--- src/snsc_pkg.sv ---
package snsc_pkg;

    // Fixed field widths of the stream and register interfaces.
    localparam int IDX_W   = 12;
    localparam int PVAL_W  = 17;
    localparam int COUNT_W = 15;
    localparam int SLEN_W  = 15;
    localparam int PCNT_W  = 13;

    // Command codes carried in the input tuser.
    localparam logic CMD_LOAD  = 1'b0;
    localparam logic CMD_COUNT = 1'b1;

    // Status that the divider reports back to the sequencer.
    typedef struct packed {
        logic busy;
        logic done;
    } div_status_t;

endpackage

--- src/snsc_div.sv ---
module snsc_div
    import snsc_pkg::*;
#(
    parameter int VALUE_BITS = 48
) (
    input  logic                  clk,
    input  logic                  rst_n,
    input  logic                  start,
    input  logic [VALUE_BITS-1:0] dividend,
    input  logic [PVAL_W-1:0]     divisor,
    output logic [VALUE_BITS-1:0] quotient,
    output logic [PVAL_W-1:0]     remainder,
    output div_status_t           status
);

    localparam int CW = $clog2(VALUE_BITS + 1);

    logic [VALUE_BITS-1:0] quo_reg, quo_next;
    logic [PVAL_W-1:0]     rem_reg, rem_next;
    logic [PVAL_W-1:0]     dsr_reg, dsr_next;
    logic [CW-1:0]         cnt_reg, cnt_next;
    logic                  busy_reg, busy_next;
    logic                  done_reg, done_next;
    logic [PVAL_W:0]       trial;

    // One restoring step per cycle: shift in the next dividend bit and try a subtract.
    always_comb
    begin
        quo_next  = quo_reg;
        rem_next  = rem_reg;
        dsr_next  = dsr_reg;
        cnt_next  = cnt_reg;
        busy_next = busy_reg;
        done_next = 1'b0;
        trial     = {rem_reg, quo_reg[VALUE_BITS-1]};
        if (start)
        begin
            quo_next  = dividend;
            rem_next  = '0;
            dsr_next  = divisor;
            cnt_next  = CW'(VALUE_BITS);
            busy_next = 1'b1;
        end
        else if (busy_reg)
        begin
            if (trial >= {1'b0, dsr_reg})
            begin
                rem_next = PVAL_W'(trial - {1'b0, dsr_reg});
                quo_next = {quo_reg[VALUE_BITS-2:0], 1'b1};
            end
            else
            begin
                rem_next = trial[PVAL_W-1:0];
                quo_next = {quo_reg[VALUE_BITS-2:0], 1'b0};
            end
            cnt_next = cnt_reg - CW'(1);
            if (cnt_reg == CW'(1))
            begin
                busy_next = 1'b0;
                done_next = 1'b1;
            end
        end
    end

    always_ff @(posedge clk or negedge rst_n)
    begin
        if (!rst_n)
        begin
            busy_reg <= 1'b0;
            done_reg <= 1'b0;
            cnt_reg  <= '0;
        end
        else
        begin
            busy_reg <= busy_next;
            done_reg <= done_next;
            cnt_reg  <= cnt_next;
        end
    end

    always_ff @(posedge clk)
    begin
        quo_reg <= quo_next;
        rem_reg <= rem_next;
        dsr_reg <= dsr_next;
    end

    assign quotient    = quo_reg;
    assign remainder   = rem_reg;
    assign status.busy = busy_reg;
    assign status.done = done_reg;

endmodule

--- config.mk ---
export PLATFORM = sky130hd
export DESIGN_NAME = snsc_div
export DESIGN_NICKNAME = d
export VERILOG_FILES = /design/src/snsc_pkg.sv /design/src/snsc_div.sv
export SDC_FILE = /design/constraint.sdc
export NUM_CORES = 1
export LEC_CHECK = 0
export ABC_AREA = 1
export ABC_CLOCK_PERIOD_IN_PS = 3300
export BUFFER_PORTS_ARGS = -buffer_cell sky130_fd_sc_hd__buf_2
export CORE_ASPECT_RATIO = 0.9
export CORE_MARGIN = 4
export CORE_UTILIZATION = 39
export CTS_CLUSTER_SIZE = 24
export DETAILED_ROUTE_END_ITERATION = 16
export HOLD_SLACK_MARGIN = 0.05
export SLEW_MARGIN = 10
export SYNTH_ARGS = -nofsm -noshare
export SYNTH_HDL_FRONTEND = slang
export SYNTH_SLANG_ARGS = --single-unit
--- constraint.sdc ---
create_clock -name clk -period 3.3 [get_ports clk]
set_input_delay 0.33 -clock clk [delete_from_list [all_inputs] [get_ports clk]]
set_output_delay 0.33 -clock clk [all_outputs]
set_load 0.005 [all_outputs]
==> results of run 1 <==
==> layout make-up <==
class / instances / area, um2
tap: 160 / 200
inverter: 83 / 312
clock inverter: 7 / 42.5
multi-input combinational: 419 / 2000
clock buffer: 9 / 225
sequential: 90 / 2490
fill: 1233 / 6220
timing repair buffer: 140 / 731
==> power groups by stage <==
stage	sequential (mW)	combinational [mW]	clock (mW)
2_1_floorplan	1.52	1.02	0
3_3_place_gp	1.53	1.40	0
3_5_place_dp	1.53	1.42	0
4_1_cts	1.51	1.43	0.990
5_1_grt	1.54	1.65	1.03
6_report	1.51	1.42	0.955
==> through the flow <==
step | instances | instance area [um2] | setup slack [ns]
floorplan | 612 | 4940 | 0.674
global placement | 891 | 5720 | 0.869
detailed placement | 891 | 5720 | 0.784
CTS | 908 | 6000 | 0.759
global route | 908 | 6000 | 0.499
finish | 908 | 6000 | 0.764
==> layer usage <==
layer | share of wire (%) | routed length (um) | vias up
met2 | 46 | 5690 | 114
met5 | 0.16 | 20 | -
met1 | 46 | 5670 | 1915
met4 | 1.0 | 124 | 2
li1 | - | - | 2197
met3 | 7.4 | 916 | 10
==> final timing paths <==
kind / slack (ns) / endpoint / cells past startpoint / from
worst max register to register: 0.76 / remainder[5] / 11 / quotient[47]
max in group asynchronous: 2.78 / cnt_reg[5] / 2 / rst_n
worst min register to register: 0.49 / cnt_reg[3] / 1 / cnt_reg[3]
worst max-delay path: 0.76 / remainder[5] / 11 / quotient[47]
worst min-delay path: 0.15 / dsr_reg[4] / 1 / divisor[4]
min in group asynchronous: 0.35 / cnt_reg[1] / 2 / rst_n
==> cell usage after synthesis (2+ instances only) <==
master | number | area share (%)
buf_4 | 2 | 0.30
buf_6 | 4 | 0.91
edfxtp_1 | 65 | 40
nor3_1 | 3 | 0.30
o21ai_0 | 13 | 1.3
clkbuf_1 | 11 | 0.84
nand3_1 | 41 | 4.2
dfxtp_1 | 17 | 6.9
nor2_2 | 4 | 0.51
nor2_1 | 16 | 1.2
nand3_2 | 5 | 1.0
nand4_1 | 3 | 0.38
nand2_1 | 270 | 21
dfrtp_1 | 8 | 4.1
nand3b_1 | 9 | 1.4
ha_1 | 19 | 4.8
xor2_1 | 2 | 0.35
xnor2_1 | 5 | 0.89
nand2_2 | 7 | 0.89
a21oi_1 | 14 | 1.4
inv_1 | 82 | 6.2
==> cells by family after synthesis <==
group	synth area share, %
flip-flops	50.5
AND/OR/NAND/NOR	30.6
XOR/XNOR	1.24
adder cells (fa/ha/maj)	5.22
AO/OA/AOI/OAI	3.42
buffers and inverters	9.04
==> flow_summary.toml, run 1 <==
[run_status]
status = "finished, final reports clean"

[min_path]
min_path_type = "in2reg"

[floorplanning]
core_area_um2 = 12200
fp.dieW_um = 127
fp.dieH_um = 115
num_rows = 38
die_area_um2 = 14500
initial_utilization_pct = 40.4
ios = 135

[final_layout]
mostFrequentLayoutCell = "nand2_1"
fin_nets = 831
final_cell_mix = "nand2_1, buf_2, inv_1"
utilization_pct = 49.1
largest_reg_flops = 48
area_growth_pct = 21.5
drive_gt1_share_pct = 22.7
antenna_cells = 0

[detailed_routing]
avgViaCountPerCell = 4.67
drt.antenna.violating_nets = 0
drt_iter0_markers = 203
firstDrtPassIters = 4
drc = 0
vias = 4238
wl_um = 12400
wl_per_cell_um = 13.7

[pwr]
p_leak_nw = 3.23
p_sw_share_pct = 36.8
power_frac_clock_pct = 24.6
power_mw = 3.89
peakVddDrop_v = 0.000367
combPwrFrac_pct = 36.6
p_per_area_nw_per_um2 = 648
internal_power_mw = 2.46
p_seq_share_pct = 38.9
p_sw_mw = 1.43

[global_routing]
grt_pass1_wl_um = 20700
grt-busiest-layer = "met2"
antenna_found_initial = 1
grt_pass1_vias = 4268
grt_max_degree = 51
grt_overflow = 0
grtUsageMet1_pct = 22.8
grt_use_total_pct = 17.7
grt.met3_usage_pct = 6.87
grt.met2_usage_pct = 28.1

[setup_path]
worstPathCellList = "inv_1, ha_1, inv_1, fa_1, nand3_1, nand3_2, nand2_2, nand2_2, nand2_1, nand3_1, o21ai_0"
crit_fanout = 20
end_kind = "register"
path_class = "reg2reg"
crit_family = "simple AND/OR/NAND/NOR gates"
cp.arrival_ns = 2.81
critical_path.startpoint_type = "register"
crit_buf_inv = 2
crit_required_ns = 3.57
critPathMaxStageDelay_ns = 0.45
cp_slowest_cell = "fa_1"

[clock_tree]
cts_resized = 0
cts_buffer_depth = 2
clock-root-buffer = "clkbuf_16"
hold_buffers = 1
post-cts-setup-buffer-count = 0
cts_buffers = 9
tritoncts = "done"
cts_sinks = 90
ctsHtreeMaxLevel = 3
clk_latency_ns = 0.35
clkTransAtPathRegs_ns = 0.07

[sta]
hold_viol_final = 0
hold_slack_ns = 0.153
fin_tns_setup_ns = 0
max_freq_mhz = 394
tightest_slew_ns = 0.944
slew_headroom_pct = 37.0
post-route-min-period_ns = 2.54
grt_setup_unrepaired = "false"
fin_skew_ns = 0.0128
setup_viol_count_final = 0
drv_slew = 0
period_share_pct = 76.9

[synth]
synth_area_um2 = 4940
ys_ff_latch = 90
synthCells = 612
yosysSeqAreaShare_pct = 50.5
yosysWarnings = 0
async_flop_share_pct = 8.89
synth.net_count = 700
avgSynthCellArea_um2 = 8.07
synth_edf_count = 65
synth_ff_type = "edfxtp_1"
synth_cell_types = 33

[placement]
io_buffers = 134
gp_congestion = 0.899
dp_hpwl_um = 9090

[job]
cap_violations = 0
(Power assumes the default switching activity.)
==> inputs of run 2 (changes only) <==
ABC_AREA = 0   (was 1)
ABC_CLOCK_PERIOD_IN_PS = 2200   (was 3300)
PLACE_DENSITY = 0.65   (was not set)
clock period = 2.2 ns   (was 3.3 ns; I/O delays follow)
==> run 2 against run 1 <==
Effect of this change: first-iteration DRC count rose by 24%; via count fell by 14%; sequential power rose by 49%; hold slack got worse by 0.086 ns; clock power rose by 58%; die area fell by 5.8%; the run now ends with setup timing left; largest cell class unchanged; register-to-register slack got worse by 1.0 ns; combinational power rose by 83%; critical path depth did not move; sequential share of layout area fell by 2.4 points; power rose by 63%.
==> flow_summary.toml, run 2 <==
[sta]
setup_viol_count_final = 18
max_freq_mhz = 404
fin_skew_ns = 0.0101
tightest_slew_ns = 0.602
hold_slack_ns = 0.0678
period_share_pct = 112
slew_headroom_pct = 59.4
post-route-min-period_ns = 2.47
grt_setup_unrepaired = "true"
drv_slew = 0
hold_viol_final = 0
finalWorstSetupSlack_ns = -0.275

[global_routing]
grt_pass1_wl_um = 18500
grt_max_degree = 50
grt_use_total_pct = 17.2
grt_pass1_vias = 3709
grt_overflow = 0
antenna_found_initial = 0

[job]
cap_violations = 0

[synth]
async_flop_share_pct = 8.89
synth_cell_types = 54
yosysSeqAreaShare_pct = 53.8
synth-xor-area-share_pct = 3.22
ys_ff_latch = 90
synth_top_area_share_pct = 42.2
yosys-mux-area-fraction_pct = 13.6
yosysWarnings = 0
synthTopCellsByArea = "edfxtp_1, mux2_2, dfxtp_1, ha_1, dfrtp_1"
synth_edf_count = 65
synth_fa_ha_area_share_pct = 5.57
yosysMostFrequentCell = "edfxtp_1"
synth_simple_gate_area_share_pct = 8.32
synthCells = 377
synth_compound_area_share_pct = 11.2
synth.net_count = 465
synth_top_family_by_area = "multiplexers"
avgSynthCellArea_um2 = 12.3
yosysTopAreaCell = "edfxtp_1"
synth_area_um2 = 4630
synth_common_cells = "edfxtp_1, mux2_2, inv_1, nor2_1"
synth_ff_type = "edfxtp_1"

[placement]
dp_cells = 701
place_area_um2 = 5830
dp_hpwl_um = 8540
gp_congestion = 0.856
io_buffers = 134

[detailed_routing]
avgViaCountPerCell = 4.95
vias = 3654
drt_iter0_markers = 252
wl_um = 11500
drc = 0
firstDrtPassIters = 4
drt.antenna.violating_nets = 0
wl_per_cell_um = 15.6

[final_layout]
mostFrequentLayoutCell = "buf_2"
fin_nets = 665
final_cells = 738
antenna_cells = 0
final_cell_mix = "buf_2, edfxtp_1, buf_4"
drive_gt1_share_pct = 47.4
multi_input_area_um2 = 1980
seqCellArea_um2 = 2490
area_growth_pct = 37.6
stdcell_area_um2 = 6370
largest_reg_flops = 48
utilization_pct = 55.3
nFillCells = 1041

[clock_tree]
cts_buffers = 9
clk_latency_ns = 0.34
cts_sinks = 90
clkTransAtPathRegs_ns = 0.06
clock-root-buffer = "clkbuf_16"
tritoncts = "done"
ctsHtreeMaxLevel = 3
cts_buffer_depth = 2

[setup_path]
r2r_cells = 11
cp.arrival_ns = 2.69
worstPathCellList = "inv_2, ha_4, inv_2, fa_2, a21o_1, a221oi_4, o211ai_4, a31oi_4, buf_6, mux2i_1, a211oi_1"
path_class = "reg2reg"
crit_required_ns = 2.41
critical_path.startpoint_type = "register"
worstReg2RegEnd = "remainder[4]"
regToRegSetupSlack_ns = -0.27
crit_family = "compound AO/OA/AOI/OAI gates"
cp_slowest_cell = "edfxtp_1"
end_kind = "register"
crit_top_cell = "inv_2"
reg2reg_from = "quotient[47]"
crit_fanout = 7
crit_buf_inv = 3
critPathMaxStageDelay_ns = 0.39

[floorplanning]
initial_utilization_pct = 40.2
core_area_um2 = 11500
num_rows = 37
fp.dieW_um = 123
ios = 135
die_area_um2 = 13700
fp.dieH_um = 111

[pwr]
p_sw_mw = 2.01
p_leak_nw = 2.92
power_frac_clock_pct = 23.7
p_sw_share_pct = 31.6
internal_power_mw = 4.35
p_seq_share_pct = 35.5
p_per_area_nw_per_um2 = 998
peakVddDrop_v = 0.000581
combPwrFrac_pct = 40.9
power_mw = 6.36

[min_path]
hold_path_depth = 1
hold_path_end = "dsr_reg[15]"
hold_path_startpoint = "divisor[15]"
min_path_type = "in2reg"

[run_status]
status = "finished, violations left"
violations = "setup timing"
[run 2: cell types whose count changed in the layout (fill, tap and decap cells not counted), moves of 16 or more]
cell,before,now
mux2_2,0,48
inv_1,81,22
buf_4,4,57
dlygate4sd3_1,1,17
nand3_1,41,7
nand2_1,270,17
[run 2: worst max-delay path by stage]
stage	from	end	slack (ns)	cells after the start
2_1_floorplan	quotient[47]	remainder[0]	-0.28	10
3_3_place_gp	quotient[47]	remainder[14]	-0.29	10
3_5_place_dp	quotient[47]	remainder[0]	-0.37	10
4_1_cts	quotient[47]	remainder[4]	-0.29	11
5_1_grt	quotient[47]	remainder[4]	-0.41	11
6_report	quotient[47]	remainder[4]	-0.27	11
[run 2: kinds of logic after synthesis]
logic type / count (synthesis)
mux: 57
simple gates: 77
flops: 90
compound gates: 69
buf+inv: 47
fa+ha+maj: 20
xor+xnor: 17
[run 2: repair_timing]
item | 4_1_cts | 5_1_grt
endpoints found under the hold margin | 24 | 0
pin swaps | 12 | 5
resized for setup | 14 | 6
buffers inserted | 2 | 2
hold buffers | 17 | 0
setup endpoints to repair | 18 | 18
[run 2: layer usage]
layer	wire [um]	global-route usage, %
met1	4940	21.6
met2	5760	28.6
met3	643	5.18
met4	162	4.63
met5	0	0
[run 2: area by class of cell]
cell class,instances,area share (%)
sequential,90,39.1
multi-input combinational,240,31.1
timing repair buffer,211,20.7
clock buffer,11,3.65
tap,156,3.06
inverter,25,1.47
clock inverter,5,0.825
[run 2: through the flow]
step | setup TNS [ns] | setup WS, ns
floorplan | -3.26 | -0.282
global placement | -4.43 | -0.289
detailed placement | -5.56 | -0.371
CTS | -4.35 | -0.289
global route | -6.12 | -0.410
finish | -4.03 | -0.275
[run 2: power by group through the flow]
stage	Sequential, mW	Clock [mW]	Combinational (mW)
6_report	2.25	1.51	2.60
5_1_grt	2.29	1.63	2.84
4_1_cts	2.26	1.55	2.56
3_5_place_dp	2.28	0	2.46
3_3_place_gp	2.28	0	2.40
2_1_floorplan	2.31	0	1.38
